--- config.mk ---
export PLATFORM = sky130hd
export DESIGN_NAME = cise_alu
export DESIGN_NICKNAME = d
export VERILOG_FILES = /design/src/hdl/cise_pkg.sv /design/src/hdl/cise_alu.sv
export SDC_FILE = /design/constraint.sdc
export NUM_CORES = 1
export LEC_CHECK = 0
export BUFFER_PORTS_ARGS = -buffer_cell sky130_fd_sc_hd__buf_2
export CAP_MARGIN = 0
export CORE_MARGIN = 1.5
export CORE_UTILIZATION = 55
export DETAILED_ROUTE_END_ITERATION = 16
export PLACE_DENSITY_LB_ADDON = 0.08
export SLEW_MARGIN = 0
export SYNTH_ARGS = -nofsm -noshare
export SYNTH_HDL_FRONTEND = slang
export SYNTH_SLANG_ARGS = --single-unit
--- constraint.sdc ---
create_clock -name vclk -period 7
set_input_delay 0.35 -clock vclk [all_inputs]
set_output_delay 0.35 -clock vclk [all_outputs]
set_load 0.05 [all_outputs]
--- src/hdl/cise_pkg.sv ---
// Shared types, opcodes and helpers for the instruction-subset executor.
// Used by cise_alu, cpu_instruction_subset_executor_top and its testbench.
package cise_pkg;

	localparam int MEM_ADDR_BITS = 16;
	localparam int MEM_DEPTH = 1 << MEM_ADDR_BITS;

	localparam logic [1:0] CMD_WRITE = 2'd0;
	localparam logic [1:0] CMD_READ  = 2'd1;
	localparam logic [1:0] CMD_EXEC  = 2'd2;
	localparam logic [1:0] CMD_SPARE = 2'd3;

	localparam logic [4:0] F_Z  = 5'h01;
	localparam logic [4:0] F_S  = 5'h02;
	localparam logic [4:0] F_P  = 5'h04;
	localparam logic [4:0] F_CY = 5'h08;

	// Supported opcodes.
	localparam logic [7:0] OP_NOP = 8'h00, OP_NOP_ALT = 8'h20, OP_LXI_B = 8'h01,
		OP_DCR_B = 8'h05, OP_MVI_B = 8'h06, OP_DAD_B = 8'h09, OP_DCR_C = 8'h0d,
		OP_MVI_C = 8'h0e, OP_RRC = 8'h0f, OP_LXI_D = 8'h11, OP_INX_D = 8'h13,
		OP_DAD_D = 8'h19, OP_LDAX_D = 8'h1a, OP_DCX_D = 8'h1b, OP_LXI_H = 8'h21,
		OP_INX_H = 8'h23, OP_INR_H = 8'h24, OP_MVI_H = 8'h26, OP_DAD_H = 8'h29,
		OP_LXI_SP = 8'h31, OP_STA = 8'h32, OP_MVI_M = 8'h36, OP_LDA = 8'h3a,
		OP_MVI_A = 8'h3e, OP_MOV_DM = 8'h56, OP_MOV_EM = 8'h5e, OP_MOV_HM = 8'h66,
		OP_MOV_LA = 8'h6f, OP_MOV_MA = 8'h77, OP_MOV_AD = 8'h7a, OP_MOV_AE = 8'h7b,
		OP_MOV_AH = 8'h7c, OP_MOV_AM = 8'h7e, OP_ANA_A = 8'ha7, OP_XRA_A = 8'haf,
		OP_ORA_M = 8'hb6, OP_POP_B = 8'hc1, OP_JNZ = 8'hc2, OP_JMP = 8'hc3,
		OP_PUSH_B = 8'hc5, OP_ADI = 8'hc6, OP_RET = 8'hc9, OP_CALL = 8'hcd,
		OP_POP_D = 8'hd1, OP_OUT = 8'hd3, OP_PUSH_D = 8'hd5, OP_POP_H = 8'he1,
		OP_PUSH_H = 8'he5, OP_ANI = 8'he6, OP_XCHG = 8'heb, OP_POP_PSW = 8'hf1,
		OP_PUSH_PSW = 8'hf5, OP_EI = 8'hfb, OP_CPI = 8'hfe;

	// ALU operations shared by the sequencer and the arithmetic unit.
	typedef enum logic [2:0] {
		ALU_ADD16,
		ALU_SUB16,
		ALU_ADD8,
		ALU_SUB8,
		ALU_AND8,
		ALU_OR8
	} alu_op_t;

	typedef struct packed {
		alu_op_t     op;
		logic [15:0] a;
		logic [15:0] b;
	} alu_req_t;

	typedef struct packed {
		logic [15:0] res;
		logic        carry;
		logic [4:0]  zsp;
	} alu_rsp_t;

	function automatic logic [MEM_ADDR_BITS-1:0] maddr(input logic [15:0] a);
		return a[MEM_ADDR_BITS-1:0];
	endfunction

endpackage

--- src/hdl/cise_alu.sv ---
// Shared 16-bit adder, subtractor and logic unit with zero/sign/parity.
// Depends on cise_pkg.
module cise_alu (
	input  cise_pkg::alu_req_t req,
	output cise_pkg::alu_rsp_t rsp
);
	logic [16:0] sum;
	logic [7:0]  r8;

	always_comb begin
		sum = 17'd0;
		unique case (req.op)
			cise_pkg::ALU_ADD16: sum = {1'b0, req.a} + {1'b0, req.b};
			cise_pkg::ALU_SUB16: sum = {1'b0, req.a} - {1'b0, req.b};
			cise_pkg::ALU_ADD8:  sum = {9'd0, req.a[7:0]} + {9'd0, req.b[7:0]};
			cise_pkg::ALU_SUB8:  sum = {9'd0, req.a[7:0]} - {9'd0, req.b[7:0]};
			cise_pkg::ALU_AND8:  sum = {9'd0, req.a[7:0] & req.b[7:0]};
			cise_pkg::ALU_OR8:   sum = {9'd0, req.a[7:0] | req.b[7:0]};
			default:             sum = 17'd0;
		endcase
		r8 = sum[7:0];
		rsp.res = sum[15:0];
		// For byte operations the borrow or carry sits in bit 8.
		rsp.carry = (req.op == cise_pkg::ALU_ADD16) ? sum[16] : sum[8];
		rsp.zsp = ((r8 == 8'd0) ? cise_pkg::F_Z : 5'd0)
			| (r8[7] ? cise_pkg::F_S : 5'd0)
			| (~^r8 ? cise_pkg::F_P : 5'd0);
	end
endmodule

==> results.yml, run 1 <==
sta:
  rsz0062_at_grt: "false"
  relSlewSlack: 0.608
  setup_tns_ns: 0
  setup_violations: 0
  min_period_over_period: 0.624
  hold_viol: 0
  fmax_mhz: 229
  worst_slew_pin_slew_ns: 0.589
  slew_violations: 0
  finalCriticalPeriod_ns: 4.36
global_routing:
  gr-total-overflow: 0
  grt_pass1_vias: 2172
  grt_start_max_net_pins: 36
  grt_antenna_before_repair: 0
  grt_pass1_wl_um: 9960
  grt_use_total: 0.273
worst_setup_path:
  startpoint: "req[32]"
  critPathMaxFanout: 35
  endpoint_kind: "primary output"
  critical_path.startpoint_type: "input port"
  worstSetupPathType: "in2out"
  endpoint: "rsp[2]"
  cp.required_ns: 6.65
  cp.arrival_ns: 4.01
yosys:
  synthAdderAreaFrac: 0.264
  synth_seq_area_share: 0
  ys_top_cells_by_area: "ha_1 (24%), xnor2_1 (7.6%), xor2_1 (6.1%), o21ai_0 (5.8%), a21oi_1 (5.0%)"
  netlist.area_leader.share: 0.238
  synth_top_family_by_area: "compound AO/OA/AOI/OAI gates"
  synth.most_common_cell: "ha_1"
  synthSimpleGateAreaFrac: 0.186
  netlist_area_sq_mm: 0.00231
  synth.avg_cell_area_sq_um: 7.20
  synth_cell_types: 59
  synth_top_area_cell: "ha_1"
  synth_warnings: 0
  synthCells: 321
  yosys-top-cells-count: "ha_1 (44), inv_1 (29), o21ai_0 (27), a21oi_1 (23), nor2_1 (23)"
  synthMuxAreaShare: 0.0265
  synth-compound-area-share: 0.304
  synth_xor_area_frac: 0.136
clocking:
  post-cts-setup-buffers: 0
  cts_hold_buf: 0
  ctsResizeCount: 0
place:
  dp_hpwl_um: 4980
  place_congestion: 0.869
  numPortBuffers: 55
  dpl_cell_area_sq_mm: 0.00257
detailed_routing:
  wl_per_cell_um: 14.4
  viasPerCell: 5.78
  routed-via-count: 2380
  drtIter0Drc: 196
  drc_errors: 0
  drt_wl_total_um: 5940
  ant_nets: 0
  drtPass1Iterations: 5
floorplan:
  dieArea_sq_mm: 0.00460
  core-area_sq_mm: 0.00403
  die_w_um: 67.8
  core.rowCount: 23
  initial_core_util: 0.574
  io_pins: 57
  die_h_um: 67.8
pwr:
  p_per_area_mw_per_mm2: 138
  peakVddDrop_mv: 0.130
  p_leak_nw: 1.29
layout:
  final_area_sq_mm: 0.00257
  nFlopsAndLatches: 0
  syn_to_final_growth_pct: 11.3
  clock_buffers: 0
  regArea_sq_um: 0
  drive_gt1_frac: 0.188
  n_antenna_cell: 0
  layout.nets: 446
status:
  outcome: "complete, no violations"
flow_run:
  cap_violations: 0
hold_path:
  hold_path_class: "in2out"
-- cell families after synthesis --
family,Yosys count
compound gates,105
simple gates,82
fa+ha+maj,47
buf+inv,44
xor+xnor,36
mux,6
other cells,1
-- worst max-delay path, stage by stage --
cell and delay, ns:
buf_2 0.47, nand2_1 0.42, o21ai_0 0.21, xnor2_1 0.14, ha_1 0.30, a21o_1 0.21
a31oi_1 0.20, nand2_1 0.12, or2_2 0.29, a21oi_1 0.19, a211oi_1 0.09, a21oi_1 0.14
ha_1 0.26, xnor2_1 0.19, xnor2_1 0.14, buf_2 0.28
-- report_power, final --
part | internal, mW | switching, mW | total, mW
Sequential | 0 | 0 | 0
Combinational | 0.124 | 0.231 | 0.355
Clock | 0 | 0 | 0
Total | 0.124 | 0.231 | 0.355
-- cell type report --
type / count / area, sq um
inverters: 29 / 109
well taps: 50 / 62.6
multi-input cells: 278 / 2130
repair buffers: 55 / 275
fillers: 393 / 1460
-- worst min path at each step --
| stage | from | end | depth (start not counted) |
|---|---|---|---|
| final | req[34] | rsp[11] | 3 |
| after global routing | req[34] | rsp[11] | 3 |
| after CTS | req[34] | rsp[11] | 3 |
| after detailed placement | req[34] | rsp[11] | 3 |
| after global placement | req[34] | rsp[11] | 3 |
| after floorplan | req[34] | rsp[14] | 3 |
-- per-stage QoR --
stage / total power [mW] / utilization / hold slack [ns] / setup WS, ns / std cells
detailed placement: 0.351 / 0.639 / 1.28 / 2.65 / 412
CTS: 0.354 / 0.639 / 1.28 / 2.63 / 412
finish: 0.355 / 0.639 / 1.28 / 2.64 / 412
floorplan: 0.276 / - / 1.08 / 2.71 / 322
global placement: 0.349 / 0.639 / 1.27 / 2.80 / 412
global route: 0.391 / 0.639 / 1.31 / 2.27 / 412
-- metal layers --
| metal | global-route usage | vias to the layer above | share of wire |
|---|---|---|---|
| met1 | 0.416 | 1100 | 0.51 |
| met2 | 0.461 | 58 | 0.45 |
| li1 | - | 1222 | - |
| met3 | 0 | 0 | 0.041 |
| met5 | 0 | - | 0 |
| met4 | 0 | 0 | 0 |
-- cell usage in the layout (no fill, tap or decap), types with 5 or more instances in the layout --
master / instances
xor2_1: 16
mux2i_1: 5
nand3_1: 9
nor3_1: 5
a31oi_1: 6
nand2_1: 19
o21ai_0: 27
inv_1: 29
a21o_1: 5
ha_1: 44
nor2_1: 23
xnor2_1: 20
a211oi_1: 7
a21oi_1: 23
o21a_1: 7
buf_2: 55
No activity file was read; power rests on OpenSTA's default activity.
==> run 2: changes to the inputs <==
Clock period 7 ns to 4.06 ns, I/O delays scaled along.
==> results.yml, run 2 (synthesis results as in run 1) <==
layout:
  nFlopsAndLatches: 0
  clock_buffers: 0
  regArea_sq_um: 0
  drive_gt1_frac: 0.202
  n_antenna_cell: 0
  finalNonFillerCells: 417
  syn_to_final_growth_pct: 13.0
  fin_util: 0.649
  final_common_cell: "buf_2"
  nFillCells: 389
  layout.nets: 451
  layout_common_cells: "buf_2 (55), ha_1 (44), inv_1 (29)"
hold_path:
  hp-start: "req[30]"
  hold_path_class: "in2out"
place:
  place_congestion: 0.863
  dp_hpwl_um: 5060
  numPortBuffers: 55
  dpl.cell_count: 417
  place_ws_ns: 0.274
sta:
  hold_viol: 0
  worst_slack_ns: 0.247
  rsz0062_at_grt: "false"
  finalCriticalPeriod_ns: 3.81
  timing.hold.ws_ns: 1.07
  min_period_over_period: 0.939
  setup_tns_ns: 0
  relSlewSlack: 0.657
  worst_slew_pin_slew_ns: 0.510
  fmax_mhz: 262
  slew_violations: 0
  setup_violations: 0
pwr:
  p_per_area_mw_per_mm2: 233
  p_leak_nw: 1.32
  peakVddDrop_mv: 0.178
floorplan:
  initial_core_util: 0.574
  core.rowCount: 23
  dieArea_sq_mm: 0.00460
  core-area_sq_mm: 0.00403
  die_h_um: 67.8
  io_pins: 57
  die_w_um: 67.8
clocking:
  cts_hold_buf: 0
flow_run:
  cap_violations: 0
worst_setup_path:
  cp.required_ns: 3.86
  critPathMaxFanout: 7
  cp.arrival_ns: 3.61
  endpoint_kind: "primary output"
  worstSetupPathType: "in2out"
  critical_path.startpoint_type: "input port"
  startpoint: "req[1]"
detailed_routing:
  routed-via-count: 2388
  drc_errors: 0
  viasPerCell: 5.73
  drt_wl_total_um: 5930
  ant_nets: 0
  drtPass1Iterations: 4
  wl_per_cell_um: 14.2
  drtIter0Drc: 150
global_routing:
  grt_use_total: 0.262
  grt_antenna_before_repair: 1
  grt_pass1_vias: 2104
  grt_start_max_net_pins: 34
  gr-total-overflow: 0
  grt_pass1_wl_um: 9520
status:
  outcome: "complete, no violations"
run 2: where the power goes:
| group | leakage, nW | internal (mW) | switching (mW) |
|---|---|---|---|
| Clock | 0 | 0 | 0 |
| Sequential | 0 | 0 | 0 |
| Combinational | 1.32 | 0.215 | 0.394 |
| Total | 1.32 | 0.215 | 0.394 |
run 2: worst max-delay path, cell delays in order:
cell and delay (ns):
buf_2 0.15, nor3_1 0.46, a31oi_1 0.18, xnor2_1 0.15, ha_1 0.37, and3_1 0.24, a221oi_2 0.41, xor2_1 0.19
nor2_1 0.08, a211oi_1 0.29, ha_1 0.30, xnor2_1 0.17, xnor2_1 0.13, buf_2 0.28
run 2: final cells by class:
| cell class | count | area [sq um] | area share |
|---|---|---|---|
| repair buffers | 60 | 313 | 0.120 |
| multi-input cells | 278 | 2130 | 0.815 |
| inverters | 29 | 109 | 0.0416 |
| well taps | 50 | 62.6 | 0.0239 |
run 2: path summary, 6_finish.rpt:
| kind | cells after the start | endpoint | slack [ns] |
|---|---|---|---|
| max | 14 | rsp[2] | 0.25 |
| min | 5 | rsp[20] | 1.07 |
run 2: repair_timing:
| item | CTS | global route |
|---|---|---|
| resized for setup | 0 | 1 |
| setup buffers | 0 | 0 |
| endpoints found under the setup margin | 0 | 1 |
| endpoints found under the hold margin | 0 | 0 |
run 2: per-stage QoR:
step	total power, mW	instance area [sq um]
4_1_cts	0.608	2610
3_5_place_dp	0.606	2610
5_1_grt	0.661	2610
2_1_floorplan	0.477	2320
6_report	0.609	2610
3_3_place_gp	0.601	2610
run 2: layer usage:
layer | track usage | wire, um
met2 | 0.441 | 2660
met4 | 0.0150 | 25
met1 | 0.386 | 3020
met5 | 0 | 13
met3 | 0.0132 | 220
